`config.mk`:
```
export PLATFORM = sky130hd
export DESIGN_NAME = shortest_column_placer_unit_flat
export DESIGN_NICKNAME = d
export VERILOG_FILES = /design/src/design/scp_pkg.sv /design/src/design/scp_if.sv /design/src/design/scp_cell.sv /design/src/design/shortest_column_placer_unit.sv /design/src/flat_wrapper.sv
export VERILOG_INCLUDE_DIRS = /design/src /design/src/design
export SDC_FILE = /design/constraint.sdc
export NUM_CORES = 2
export LEC_CHECK = 0
export ABC_AREA = 1
export BUFFER_PORTS_ARGS = -buffer_cell sky130_fd_sc_hd__buf_2
export CAP_MARGIN = 20
export CORE_MARGIN = 8
export CORE_UTILIZATION = 55
export CTS_CLUSTER_SIZE = 10
export DETAILED_ROUTE_END_ITERATION = 12
export PLACE_DENSITY = 0.71
export SKIP_CTS_REPAIR_TIMING = 1
export SYNTH_ARGS = -nofsm -noshare
export SYNTH_HDL_FRONTEND = slang
export SYNTH_SLANG_ARGS = --single-unit
```
`constraint.sdc`:
```
create_clock -name i_clk -period 5 [get_ports i_clk]
set_clock_uncertainty 0.15 [all_clocks]
set_input_delay 1 -clock i_clk [delete_from_list [all_inputs] [get_ports i_clk]]
set_output_delay 1 -clock i_clk [all_outputs]
set_load 0.01 [all_outputs]
```
`src/design/shortest_column_placer_unit_macros.svh`:
```
// Assertion macros for the shortest column placer
`ifndef SHORTEST_COLUMN_PLACER_UNIT_MACROS_SVH
`define SHORTEST_COLUMN_PLACER_UNIT_MACROS_SVH

// check that a condition implies a consequence at the same edge
`define SCP_ASSERT_IMPLIES(lbl, ante, cons) \
    lbl: assert property (@(posedge i_clk) disable iff (!i_rst_n) (ante) |-> (cons)) \
        else $error("scp assertion failed: implication");

// check that a condition holds at every edge out of reset
`define SCP_ASSERT_ALWAYS(lbl, cond) \
    lbl: assert property (@(posedge i_clk) disable iff (!i_rst_n) (cond)) \
        else $error("scp assertion failed: invariant");

`endif

```
`src/design/scp_pkg.sv`:
```
// Types and constants shared by the shortest column placer
`timescale 1ns / 1ps

package scp_pkg;

    localparam int MAX_COLUMNS = 16;
    localparam int COL_IDX_W   = (MAX_COLUMNS > 1) ? $clog2(MAX_COLUMNS) : 1;
    localparam int COL_CNT_W   = 5;
    localparam int HEIGHT_W    = 24;
    localparam int ITEM_W      = 16;
    localparam int OUT_IDX_W   = 4;
    localparam int CFG_IDX_W   = 2;
    localparam int CFG_DATA_W  = 16;
    localparam int SUM_W       = HEIGHT_W + 2;

    localparam logic [HEIGHT_W-1:0] HEIGHT_MAX = {HEIGHT_W{1'b1}};

    localparam logic [CFG_IDX_W-1:0] REG_COLUMN_COUNT    = 2'd0;
    localparam logic [CFG_IDX_W-1:0] REG_CONTAINER_WIDTH = 2'd1;
    localparam logic [CFG_IDX_W-1:0] REG_GAP_SIZE        = 2'd2;

    typedef struct packed {
        logic                 valid;
        logic                 found;
        logic [HEIGHT_W-1:0]  height;
        logic [COL_IDX_W-1:0] idx;
    } t_cand;

    typedef struct packed {
        logic                 clear;
        logic                 wr_en;
        logic [COL_IDX_W-1:0] wr_idx;
        logic [HEIGHT_W-1:0]  wr_data;
    } t_cell_ctrl;

endpackage

```
`src/design/scp_if.sv`:
```
// Handshake channels of the shortest column placer: item, result, configuration
`timescale 1ns / 1ps

interface scp_item_if import scp_pkg::*; ();
    logic              valid;
    logic              ready;
    logic [ITEM_W-1:0] item_height;
    logic              first_of_list;

    modport source (output valid, item_height, first_of_list, input ready);
    modport sink   (input valid, item_height, first_of_list, output ready);
endinterface

interface scp_result_if import scp_pkg::*; ();
    logic                 valid;
    logic                 ready;
    logic [OUT_IDX_W-1:0] column_index;
    logic [HEIGHT_W-1:0]  top_position;
    logic [ITEM_W-1:0]    placed_height;
    logic                 overflowed;

    modport source (output valid, column_index, top_position, placed_height, overflowed,
                    input ready);
    modport sink   (input valid, column_index, top_position, placed_height, overflowed,
                    output ready);
endinterface

interface scp_cfg_if import scp_pkg::*; ();
    logic                  valid;
    logic                  ready;
    logic [CFG_IDX_W-1:0]  reg_index;
    logic [CFG_DATA_W-1:0] wr_data;

    modport source (output valid, reg_index, wr_data, input ready);
    modport sink   (input valid, reg_index, wr_data, output ready);
endinterface

```
`src/design/scp_cell.sv`:
```
// One column cell: holds a column height and forwards the running minimum
`timescale 1ns / 1ps

module scp_cell import scp_pkg::*; (
    input  logic                 i_clk,
    input  logic                 i_rst_n,
    input  logic [COL_IDX_W-1:0] i_index,
    input  logic                 i_active,
    input  t_cell_ctrl           i_ctrl,
    input  t_cand                i_cand,
    output t_cand                o_cand
);

    logic [HEIGHT_W-1:0] r_height;
    t_cand               r_cand;
    t_cand               n_cand;

    always_comb begin
        n_cand = i_cand;
        if (i_cand.valid && i_active && (!i_cand.found || (r_height < i_cand.height))) begin
            n_cand.found  = 1'b1;
            n_cand.height = r_height;
            n_cand.idx    = i_index;
        end
    end

    always_ff @(posedge i_clk) begin
        if (!i_rst_n) begin
            r_height <= '0;
        end else if (i_ctrl.clear) begin
            r_height <= '0;
        end else if (i_ctrl.wr_en && (i_ctrl.wr_idx == i_index)) begin
            r_height <= i_ctrl.wr_data;
        end
    end

    always_ff @(posedge i_clk) begin
        if (!i_rst_n) begin
            r_cand.valid <= 1'b0;
        end else begin
            r_cand.valid <= n_cand.valid;
        end
        r_cand.found  <= n_cand.found;
        r_cand.height <= n_cand.height;
        r_cand.idx    <= n_cand.idx;
    end

    assign o_cand = r_cand;

endmodule

```
`src/design/shortest_column_placer_unit.sv`:
```
// Top level of the shortest column placer: control, configuration and cell row
//
//  channel   | direction | word
//  ----------+-----------+------------------------------------------------
//  i_item    | in        | item_height, first_of_list
//  o_result  | out       | column_index, top_position, placed_height, overflowed
//  i_cfg     | in        | reg_index, wr_data
//
// An item is handled in order: a register loads the minimum token, the token
// walks the cell row one cell per cycle, a register latches the minimum, then the
// chosen column is added to and written back.
// An item with zero columns or zero width is accepted and gives no word.
// Synchronous active-low reset clears the columns and loads the register defaults.
// A stalled result holds the write-back until the output register frees.
`timescale 1ns / 1ps

`include "shortest_column_placer_unit_macros.svh"

module shortest_column_placer_unit import scp_pkg::*; (
    input  logic          i_clk,
    input  logic          i_rst_n,
    scp_item_if.sink      i_item,
    scp_cfg_if.sink       i_cfg,
    scp_result_if.source  o_result
);

    localparam logic [1:0] ST_IDLE   = 2'd0;
    localparam logic [1:0] ST_SWEEP  = 2'd1;
    localparam logic [1:0] ST_UPDATE = 2'd2;

    logic [1:0]             r_state;
    logic [1:0]             n_state;
    logic [COL_CNT_W-1:0]   r_column_count;
    logic [ITEM_W-1:0]      r_container_width;
    logic [ITEM_W-1:0]      r_gap_size;
    logic [ITEM_W-1:0]      r_item_height;
    logic                   r_inject;
    logic [COL_IDX_W-1:0]   r_best;
    logic [HEIGHT_W-1:0]    r_top;
    logic                   r_out_valid;
    logic [OUT_IDX_W-1:0]   r_out_index;
    logic [HEIGHT_W-1:0]    r_out_top;
    logic [ITEM_W-1:0]      r_out_height;
    logic                   r_out_over;

    logic [COL_CNT_W-1:0]   w_active_eff;
    logic                   w_suppress;
    logic                   w_item_acc;
    logic                   w_out_free;
    logic                   w_write;
    logic [SUM_W-1:0]       w_sum;
    logic                   w_over;
    logic [HEIGHT_W-1:0]    w_new_height;
    logic [MAX_COLUMNS-1:0] w_active;
    logic [MAX_COLUMNS-1:0] w_tok_valid;
    t_cell_ctrl             w_ctrl;
    t_cand                  w_cand [MAX_COLUMNS+1];

    assign w_active_eff = (r_column_count > COL_CNT_W'(MAX_COLUMNS)) ?
                          COL_CNT_W'(MAX_COLUMNS) : r_column_count;
    assign w_suppress   = (w_active_eff == '0) || (r_container_width == '0);
    assign i_item.ready = (r_state == ST_IDLE);
    assign w_item_acc   = i_item.valid && i_item.ready;
    assign w_out_free   = !r_out_valid || o_result.ready;
    assign w_write      = (r_state == ST_UPDATE) && w_out_free;

    assign w_sum        = SUM_W'(r_top) + SUM_W'(r_item_height) + SUM_W'(r_gap_size);
    assign w_over       = (w_sum > SUM_W'(HEIGHT_MAX));
    assign w_new_height = w_over ? HEIGHT_MAX : w_sum[HEIGHT_W-1:0];

    assign i_cfg.ready = 1'b1;

    always_ff @(posedge i_clk) begin
        if (!i_rst_n) begin
            r_column_count    <= COL_CNT_W'(1);
            r_container_width <= ITEM_W'(1);
            r_gap_size        <= '0;
        end else if (i_cfg.valid && i_cfg.ready) begin
            unique case (i_cfg.reg_index)
                REG_COLUMN_COUNT:    r_column_count    <= i_cfg.wr_data[COL_CNT_W-1:0];
                REG_CONTAINER_WIDTH: r_container_width <= i_cfg.wr_data[ITEM_W-1:0];
                REG_GAP_SIZE:        r_gap_size        <= i_cfg.wr_data[ITEM_W-1:0];
                default: ;
            endcase
        end
    end

    always_comb begin
        n_state = r_state;
        unique case (r_state)
            ST_IDLE:   if (w_item_acc && !w_suppress) n_state = ST_SWEEP;
            ST_SWEEP:  if (w_cand[MAX_COLUMNS].valid) n_state = ST_UPDATE;
            ST_UPDATE: if (w_out_free) n_state = ST_IDLE;
            default:   n_state = ST_IDLE;
        endcase
    end

    always_ff @(posedge i_clk) begin
        if (!i_rst_n) begin
            r_state  <= ST_IDLE;
            r_inject <= 1'b0;
        end else begin
            r_state  <= n_state;
            r_inject <= w_item_acc && !w_suppress;
        end
    end

    always_ff @(posedge i_clk) begin
        if (w_item_acc) begin
            r_item_height <= i_item.item_height;
        end
        if ((r_state == ST_SWEEP) && w_cand[MAX_COLUMNS].valid) begin
            r_best <= w_cand[MAX_COLUMNS].idx;
            r_top  <= w_cand[MAX_COLUMNS].height;
        end
    end

    always_ff @(posedge i_clk) begin
        if (!i_rst_n) begin
            r_out_valid <= 1'b0;
        end else if (w_write) begin
            r_out_valid <= 1'b1;
        end else if (o_result.ready) begin
            r_out_valid <= 1'b0;
        end
        if (w_write) begin
            r_out_index  <= OUT_IDX_W'(r_best);
            r_out_top    <= r_top;
            r_out_height <= r_item_height;
            r_out_over   <= w_over;
        end
    end

    assign o_result.valid         = r_out_valid;
    assign o_result.column_index  = r_out_index;
    assign o_result.top_position  = r_out_top;
    assign o_result.placed_height = r_out_height;
    assign o_result.overflowed    = r_out_over;

    assign w_ctrl.clear   = w_item_acc && i_item.first_of_list;
    assign w_ctrl.wr_en   = w_write;
    assign w_ctrl.wr_idx  = r_best;
    assign w_ctrl.wr_data = w_new_height;

    assign w_cand[0] = '{valid: r_inject, found: 1'b0, height: '0, idx: '0};

    for (genvar g = 0; g < MAX_COLUMNS; g++) begin : g_cell
        assign w_active[g]    = ({1'b0, w_active_eff} > (COL_CNT_W+1)'(g));
        assign w_tok_valid[g] = w_cand[g+1].valid;

        scp_cell u_cell (
            .i_clk    (i_clk),
            .i_rst_n  (i_rst_n),
            .i_index  (COL_IDX_W'(g)),
            .i_active (w_active[g]),
            .i_ctrl   (w_ctrl),
            .i_cand   (w_cand[g]),
            .o_cand   (w_cand[g+1])
        );
    end

    `SCP_ASSERT_ALWAYS(a_single_token, $onehot0({r_inject, w_tok_valid}))
    `SCP_ASSERT_IMPLIES(a_token_in_sweep, w_cand[MAX_COLUMNS].valid, r_state == ST_SWEEP)
    `SCP_ASSERT_IMPLIES(a_best_active, r_state == ST_UPDATE, w_active[r_best])

endmodule

```
`src/flat_wrapper.sv`:
```
// flat-port wrapper written by rule: the top's interface ports become plain ports
module shortest_column_placer_unit_flat import scp_pkg::*;
  (i_clk, i_rst_n, i_item_valid, i_item_item_height, i_item_first_of_list, i_item_ready, i_cfg_valid, i_cfg_reg_index, i_cfg_wr_data, i_cfg_ready, o_result_valid, o_result_column_index, o_result_top_position, o_result_placed_height, o_result_overflowed, o_result_ready);
  scp_item_if i_item_i ();
  scp_cfg_if i_cfg_i ();
  scp_result_if o_result_i ();
  input  logic i_clk;
  input  logic i_rst_n;
  input wire logic [$bits(i_item_i.valid)-1:0] i_item_valid;
  input wire logic [$bits(i_item_i.item_height)-1:0] i_item_item_height;
  input wire logic [$bits(i_item_i.first_of_list)-1:0] i_item_first_of_list;
  output wire logic [$bits(i_item_i.ready)-1:0] i_item_ready;
  input wire logic [$bits(i_cfg_i.valid)-1:0] i_cfg_valid;
  input wire logic [$bits(i_cfg_i.reg_index)-1:0] i_cfg_reg_index;
  input wire logic [$bits(i_cfg_i.wr_data)-1:0] i_cfg_wr_data;
  output wire logic [$bits(i_cfg_i.ready)-1:0] i_cfg_ready;
  output wire logic [$bits(o_result_i.valid)-1:0] o_result_valid;
  output wire logic [$bits(o_result_i.column_index)-1:0] o_result_column_index;
  output wire logic [$bits(o_result_i.top_position)-1:0] o_result_top_position;
  output wire logic [$bits(o_result_i.placed_height)-1:0] o_result_placed_height;
  output wire logic [$bits(o_result_i.overflowed)-1:0] o_result_overflowed;
  input wire logic [$bits(o_result_i.ready)-1:0] o_result_ready;
  assign i_item_i.valid = i_item_valid;
  assign i_item_i.item_height = i_item_item_height;
  assign i_item_i.first_of_list = i_item_first_of_list;
  assign i_item_ready = i_item_i.ready;
  assign i_cfg_i.valid = i_cfg_valid;
  assign i_cfg_i.reg_index = i_cfg_reg_index;
  assign i_cfg_i.wr_data = i_cfg_wr_data;
  assign i_cfg_ready = i_cfg_i.ready;
  assign o_result_valid = o_result_i.valid;
  assign o_result_column_index = o_result_i.column_index;
  assign o_result_top_position = o_result_i.top_position;
  assign o_result_placed_height = o_result_i.placed_height;
  assign o_result_overflowed = o_result_i.overflowed;
  assign o_result_i.ready = o_result_ready;
  shortest_column_placer_unit u_core (.i_clk(i_clk), .i_rst_n(i_rst_n), .i_item(i_item_i), .i_cfg(i_cfg_i), .o_result(o_result_i));
endmodule
```
Word level (Yosys, flattened, before mapping)

Cells that the tools add are included.

Register bits: 993
Latch bits: 0
Bits in writable memories: 0
Memory bits (read-only): 0
Output and inout port bits: 48
Logic and storage cells: 271
Memories: 0

Add/sub/neg operators: 2
Multipliers: 0
Div/mod/pow operators: 0
$lt $le $gt $ge: 33
Equality and inequality tests: 22
Shift-type cells: 0
Multiplexer cells: 24
Bitwise logic cells: 1
Reduce and logical (&&, ||, !) cells: 97

Operator list:

| cell                 | count |
|---|---|
| $mux 28              | 15 |
| $lt 24x24->1         | 15 |
| $logic_and 1x1->1    | 52 |
| $gt 5x4->1 const B   | 8 |
| $eq 4x4->1 const B   | 8 |
| $mux 29              | 1 |
| $add 26x16->26       | 1 |
| $gt 26x24->1 const B | 1 |
| $add 24x16->25       | 1 |
| $mux 24              | 1 |
| $gt 5x3->1 const B   | 4 |
| $logic_not 1->1      | 17 |
| $logic_or 1x1->1     | 17 |
| $eq 4x3->1 const B   | 4 |
| $logic_not 16->1     | 1 |
| $gt 5x1->1 const B   | 2 |
| $gt 5x2->1 const B   | 2 |
| $eq 4x2->1 const B   | 2 |
| $mux 2               | 3 |
| $pmux 2 s3           | 1 |
| $reduce_and 2->1     | 3 |
| $gt 5x5->1 const B   | 1 |
| $logic_not 5->1      | 1 |
| $mux 5               | 1 |
| other kinds (12)     | 17 |

Depth between registers and ports, before layout

Word-level depth: 8
Depth in mapped cells: 27
Mapped depth without buffers: 25

Hierarchy

Synthesis repeated with hierarchy kept, for this count alone.

Cells, all modules: 6236
Area total of the unflattened synthesis: 50323.3 µm²

By module, submodules not included:

| module                      | instances | cells each | area an instance (µm²) | seq. area each (µm²) |
|---|---|---|---|---|
| scp_cell                    | 16        | 349        | 2755.1                 | 1081.0 |
| shortest_column_placer_unit | 1         | 652        | 6241.0                 | 3493.4 |

Worst setup path before layout

No wires, ideal clock.

Path kind: register -> register
Start point: register u_core.r_top[0]
End point: register u_core.g_cell[10].u_cell.r_height[4]
Library setup time: 0.056 ns
Data arrival time: 3.407 ns
Setup slack: 1.387 ns
Stages on the path, launching flop included: 27
Path buffers: 2
Clock period less this slack: 3.613 ns
Cell sequence: edfxtp_1 -> ha_1 -> inv_1 -> fa_1 -> inv_1 -> nand2_1 -> nand2_1 -> and2_1 -> nand2_1 -> nand2_1 -> a31oi_1 -> xnor2_1 -> ha_1 -> nand2_1 -> nor4_1 -> nand2_1 -> nand2_1 -> inv_1 -> nor2_1 -> nand3_2 -> nor2_4 -> nor2_8 -> buf_6 -> buf_6 -> nand3_1 -> nand2_1 -> inv_1

Cells in the longest elaborated chain, start to end: 4

Ends and longest elaborated chain:

| what                   | line                               | text |
|---|---|---|
| start, declared        | shortest_column_placer_unit.sv:39  | `logic [HEIGHT_W-1:0] r_top;` |
| start signal, assigned | shortest_column_placer_unit.sv:114 | `r_top <= w_cand[MAX_COLUMNS].height;` |
| $add 24x16->25 (*)     | shortest_column_placer_unit.sv:67  | `assign w_sum = SUM_W'(r_top) + SUM_W'(r_item_height) + SUM_W'(r_gap_size);` |
| $add 26x16->26 (*)     | shortest_column_placer_unit.sv:67  |  |
| $gt 26x24->1           | shortest_column_placer_unit.sv:68  | `assign w_over = (w_sum > SUM_W'(HEIGHT_MAX));` |
| $mux 24 (*)            | shortest_column_placer_unit.sv:69  | `assign w_new_height = w_over ? HEIGHT_MAX : w_sum[HEIGHT_W-1:0];` |
| end signal, assigned   | scp_cell.sv:33                     | `r_height <= i_ctrl.wr_data;` |
| end, declared          | scp_cell.sv:14                     | `logic [HEIGHT_W-1:0] r_height;` |

Mark *: on every way between the ends. The rest lies on a longest branch, timed or not.
A chain may end at the register's enable or synchronous reset.

Worst setup path after layout

Start point: register u_core.r_top[0]
End point: register u_core.g_cell[3].u_cell.r_height[19]

Cells in the longest elaborated chain, start to end: 4

Ends and longest elaborated chain:

| what                 | line |
|---|---|
| $add 24x16->25 (*)   | shortest_column_placer_unit.sv:67 |
| $add 26x16->26 (*)   | shortest_column_placer_unit.sv:67 |
| $gt 26x24->1         | shortest_column_placer_unit.sv:68 |
| $mux 24 (*)          | shortest_column_placer_unit.sv:69 |
| end signal, assigned | scp_cell.sv:33 |
| end, declared        | scp_cell.sv:14 |

Marked as above.

==> metrics <==
max-slew violations 0; WL final 123000 um; gr ovfl total 0; DR pass1 iterations 6; largest net degree at the start of global routing 159; Post-DP HPWL 81740 um; status finished, final reports clean; full die area 92220 um2; final hold vios 0; Critical Path RT 5.42 ns; ant diodes 0; Setup crit end kind register; P_sw 4.102 mW; Synth Register Bits roughly 1000; cell mode on critical path nand2_1; I/O Pins 88; Syn Area/Cell ~7.7 um2; Clock Sink Count 978; Final min period about 4.6 ns; synthesized area 45520 um2; Layout area overhead 9.679%; initial antenna violation count 3; CTS tree built; asr flop ratio synth 0%; layout cells sized above 1 6.001%; final setup vio count 0; Die Height 303.7 um; met1 usage 34.30%; Internal Pwr Total 12.24 mW; Avg WL per Cell ~17 um; WP data arrival 4.98 ns; EDFF count, synth 89; GR Util met3 3.894%; Final GP Congestion 0.9332; unrepaired setup endpoints after global routing false; Tot GR Track Use 25.59%; period utilisation layout 91.25%; clk buf depth 3; combinational share of power 7.6%; root buf cell clkbuf_16; GRT busiest layer met2; Seq pwr share about half; number of DRC markers in iteration 0 3168; setup_tns 0 ns; Initial Util 55.52%; Residual DRC 0; number of global-route vias before repair between 30000 and 40000; nets 6380; Leak Pwr 22.18 nW; Core Area between 80000 and 90000 um2; Synthesized Nets between 6000 and 7000; Fill cells 7298; Synth cell types 46; Worst path max stage delay roughly 0.4 ns; Max FO, Critical Path 9; final cell count without fillers 7069; relative slew slack ~24%; Clk network pwr share 43.5%; clk_lat worst skew 0.69 ns; top_reg_cell synth dfxtp_1; FMAX between 200 and 250 MHz; GRT met2 Usage 42.23%; Die Span X 303.7 um; port bufs 86; CP Cell Sequence ha_1 -> inv_1 -> fa_1 -> inv_1 -> nand2_1 -> nand2_1 -> and2_1 -> nand2_1 -> nand2_1 -> a31oi_1 -> xnor2_1 -> ha_1 -> nand2_1 -> nor4_1 -> nand2_1 -> nand2_1 -> nand3_1 -> nand2_2 -> nand2_1 -> xor2_1 -> nand2_2 -> buf_12 -> nor2_1 -> nor2_1; sw frac 25.11%; sequential area share after synthesis 44.97%; pwr/cell area 327.3 nW/um2; MaxCap Viol Count 0; Placed Instances 6913; # rows roughly 110; DR vias 37510; Crit-path slowest cell fa_1; Worst Tran Pin Value 1.135 ns; clock-pin slew on the worst setup and hold paths 0.05 ns; DRT antenna net count 0; Worst Setup Start Kind register; first-pass GRT wire length 190900 um; synth warn 0; post-synthesis cell count 5949; H-Tree Depth 3; HP Class register to register; CP Class register to register; post-DR vias/cell 5.306; VDD IR max 285.8 uV; CTS Buf Count between 100 and 150
-- sequential cells by signal, summed over array words and instances, names as in the netlist, 5 cells and up --
name / cells
u_core.g_cell.u_cell.o_cand: 464
u_core.g_cell.u_cell.r_height: 384
u_core.o_result.placed_height: 16
u_core.o_result.top_position: 24
u_core.r_column_count: 5
u_core.r_container_width: 16
u_core.r_gap_size: 16
u_core.r_item_height: 16
u_core.r_top: 24
-- layout make-up --
| class | instances | area, um2 | share of cell area, % |
|---|---|---|---|
| flip-flops and latches | 978 | 20470 | 41.00 |
| multi-input cells | 3472 | 19300 | 38.66 |
| inverters | 1238 | 4647 | 9.308 |
| clock buffers | 146 | 2928 | 5.865 |
| well taps | 1070 | 1339 | 2.682 |
| repair buffers | 159 | 1144 | 2.291 |
| clock inverters | 6 | 93.84 | 0.1880 |
-- kinds of logic after synthesis --
| group | count (synthesis) | share of synthesized area [%] |
|---|---|---|
| AND/OR/NAND/NOR | 1955 | 18.05 |
| buffers and inverters | 1499 | 13.00 |
| AO/OA/AOI/OAI | 1103 | 12.82 |
| flip-flops | 978 | 44.97 |
| adder cells (fa/ha/maj) | 382 | 10.53 |
| XOR/XNOR | 31 | 0.6130 |
| other | 1 | 0.008239 |
-- Yosys cell counts (2+ instances only) --
| library cell | n | area share, % |
|---|---|---|
| ha_1 | 380 | 10 |
| nor2_2 | 5 | 0.069 |
| xor2_1 | 16 | 0.31 |
| edfxtp_1 | 89 | 5.9 |
| dfxtp_1 | 889 | 39 |
| nand4_1 | 50 | 0.69 |
| o21ai_2 | 2 | 0.038 |
| inv_1 | 1232 | 10 |
| and2_1 | 2 | 0.027 |
| clkbuf_1 | 200 | 1.6 |
| nor4_1 | 6 | 0.082 |
| nand3_2 | 3 | 0.066 |
| nand2_2 | 6 | 0.082 |
| or2_2 | 33 | 0.45 |
| o21bai_1 | 2 | 0.033 |
| o21ai_0 | 432 | 4.7 |
| or2_1 | 2 | 0.027 |
| o21a_1 | 28 | 0.46 |
| buf_2 | 8 | 0.088 |
| buf_1 | 13 | 0.11 |
| o211ai_1 | 30 | 0.49 |
| buf_6 | 35 | 0.87 |
| nand3_1 | 414 | 4.6 |
| a41oi_1 | 2 | 0.038 |
| nand2_1 | 1093 | 9.0 |
| buf_4 | 5 | 0.082 |
| o21ai_1 | 3 | 0.033 |
| inv_2 | 5 | 0.041 |
| o221ai_1 | 28 | 0.54 |
| a31oi_1 | 5 | 0.069 |
| a21boi_0 | 14 | 0.23 |
| nor3_1 | 30 | 0.33 |
| xnor2_1 | 14 | 0.27 |
| fa_1 | 2 | 0.088 |
| a21oi_1 | 555 | 6.1 |
| nor2_1 | 305 | 2.5 |
| nor2_4 | 2 | 0.049 |
-- path summary, 6_finish.rpt --
check	startpoint	endpoint	slack (ns)	depth (start not counted)
min	u_core.g_cell[9].u_cell.o_cand[1]	u_core.g_cell[10].u_cell.o_cand[1]	0.24	1
max	u_core.r_top[0]	u_core.g_cell[3].u_cell.r_height[19]	0.44	24
min reg2reg	u_core.g_cell[9].u_cell.o_cand[1]	u_core.g_cell[10].u_cell.o_cand[1]	0.24	1
max reg2reg	u_core.r_top[0]	u_core.g_cell[3].u_cell.r_height[19]	0.44	24
-- through the flow --
| stage | power, mW | setup slack, ns | utilization [%] | area [um2] | hold slack, ns |
|---|---|---|---|---|---|
| 2_1_floorplan | 8.681 | 1.387 | - | 45520 | 0.2355 |
| 3_3_place_gp | 9.369 | 0.6286 | 57.10 | 46810 | 0.2362 |
| 3_5_place_dp | 9.377 | 0.4889 | 57.10 | 46810 | 0.2387 |
| 4_1_cts | 16.43 | 0.4544 | 60.78 | 49830 | 0.2397 |
| 5_1_grt | 16.79 | 0.06875 | 60.90 | 49920 | 0.2467 |
| 6_report | 16.34 | 0.4376 | 60.90 | 49920 | 0.2391 |
-- metal layers --
metal	routed length [um]	part of all wire (%)
met5	0	0
met4	3878	3.2
met3	8504	6.9
met2	56390	46
met1	54210	44
-- cells in the final DEF, fill, tap and decap left out, types with 33 or more instances in the layout --
cell type / count
nand2_1: 1093
inv_1: 1231
dfxtp_1: 889
edfxtp_1: 89
nand3_1: 413
o21ai_0: 432
or2_2: 33
buf_4: 61
nand4_1: 50
clkbuf_16: 110
ha_1: 380
a21oi_1: 553
buf_2: 86
nor2_1: 303
-- power by group through the flow --
| stage | Sequential, mW | Combinational [mW] | Clock [mW] |
|---|---|---|---|
| floorplan | 8.14 | 0.542 | 0 |
| global placement | 8.15 | 1.22 | 0 |
| detailed placement | 8.15 | 1.22 | 0 |
| CTS | 7.99 | 1.23 | 7.21 |
| global route | 7.99 | 1.29 | 7.51 |
| finish | 7.99 | 1.25 | 7.10 |
-- worst max-delay path, delay by kind of cell (launching register included) --
| family | cells | cell delay [ns] |
|---|---|---|
| and+or+nand+nor | 15 | 1.84 |
| buffers and inverters | 3 | 0.43 |
| DFF | 1 | 0.36 |
| xor gates and xnor gates | 2 | 0.51 |
| AOI/OAI and AO/OA | 1 | 0.13 |
| adders and majority gates | 3 | 1.00 |
No activity file was read; power rests on OpenSTA's default activity.
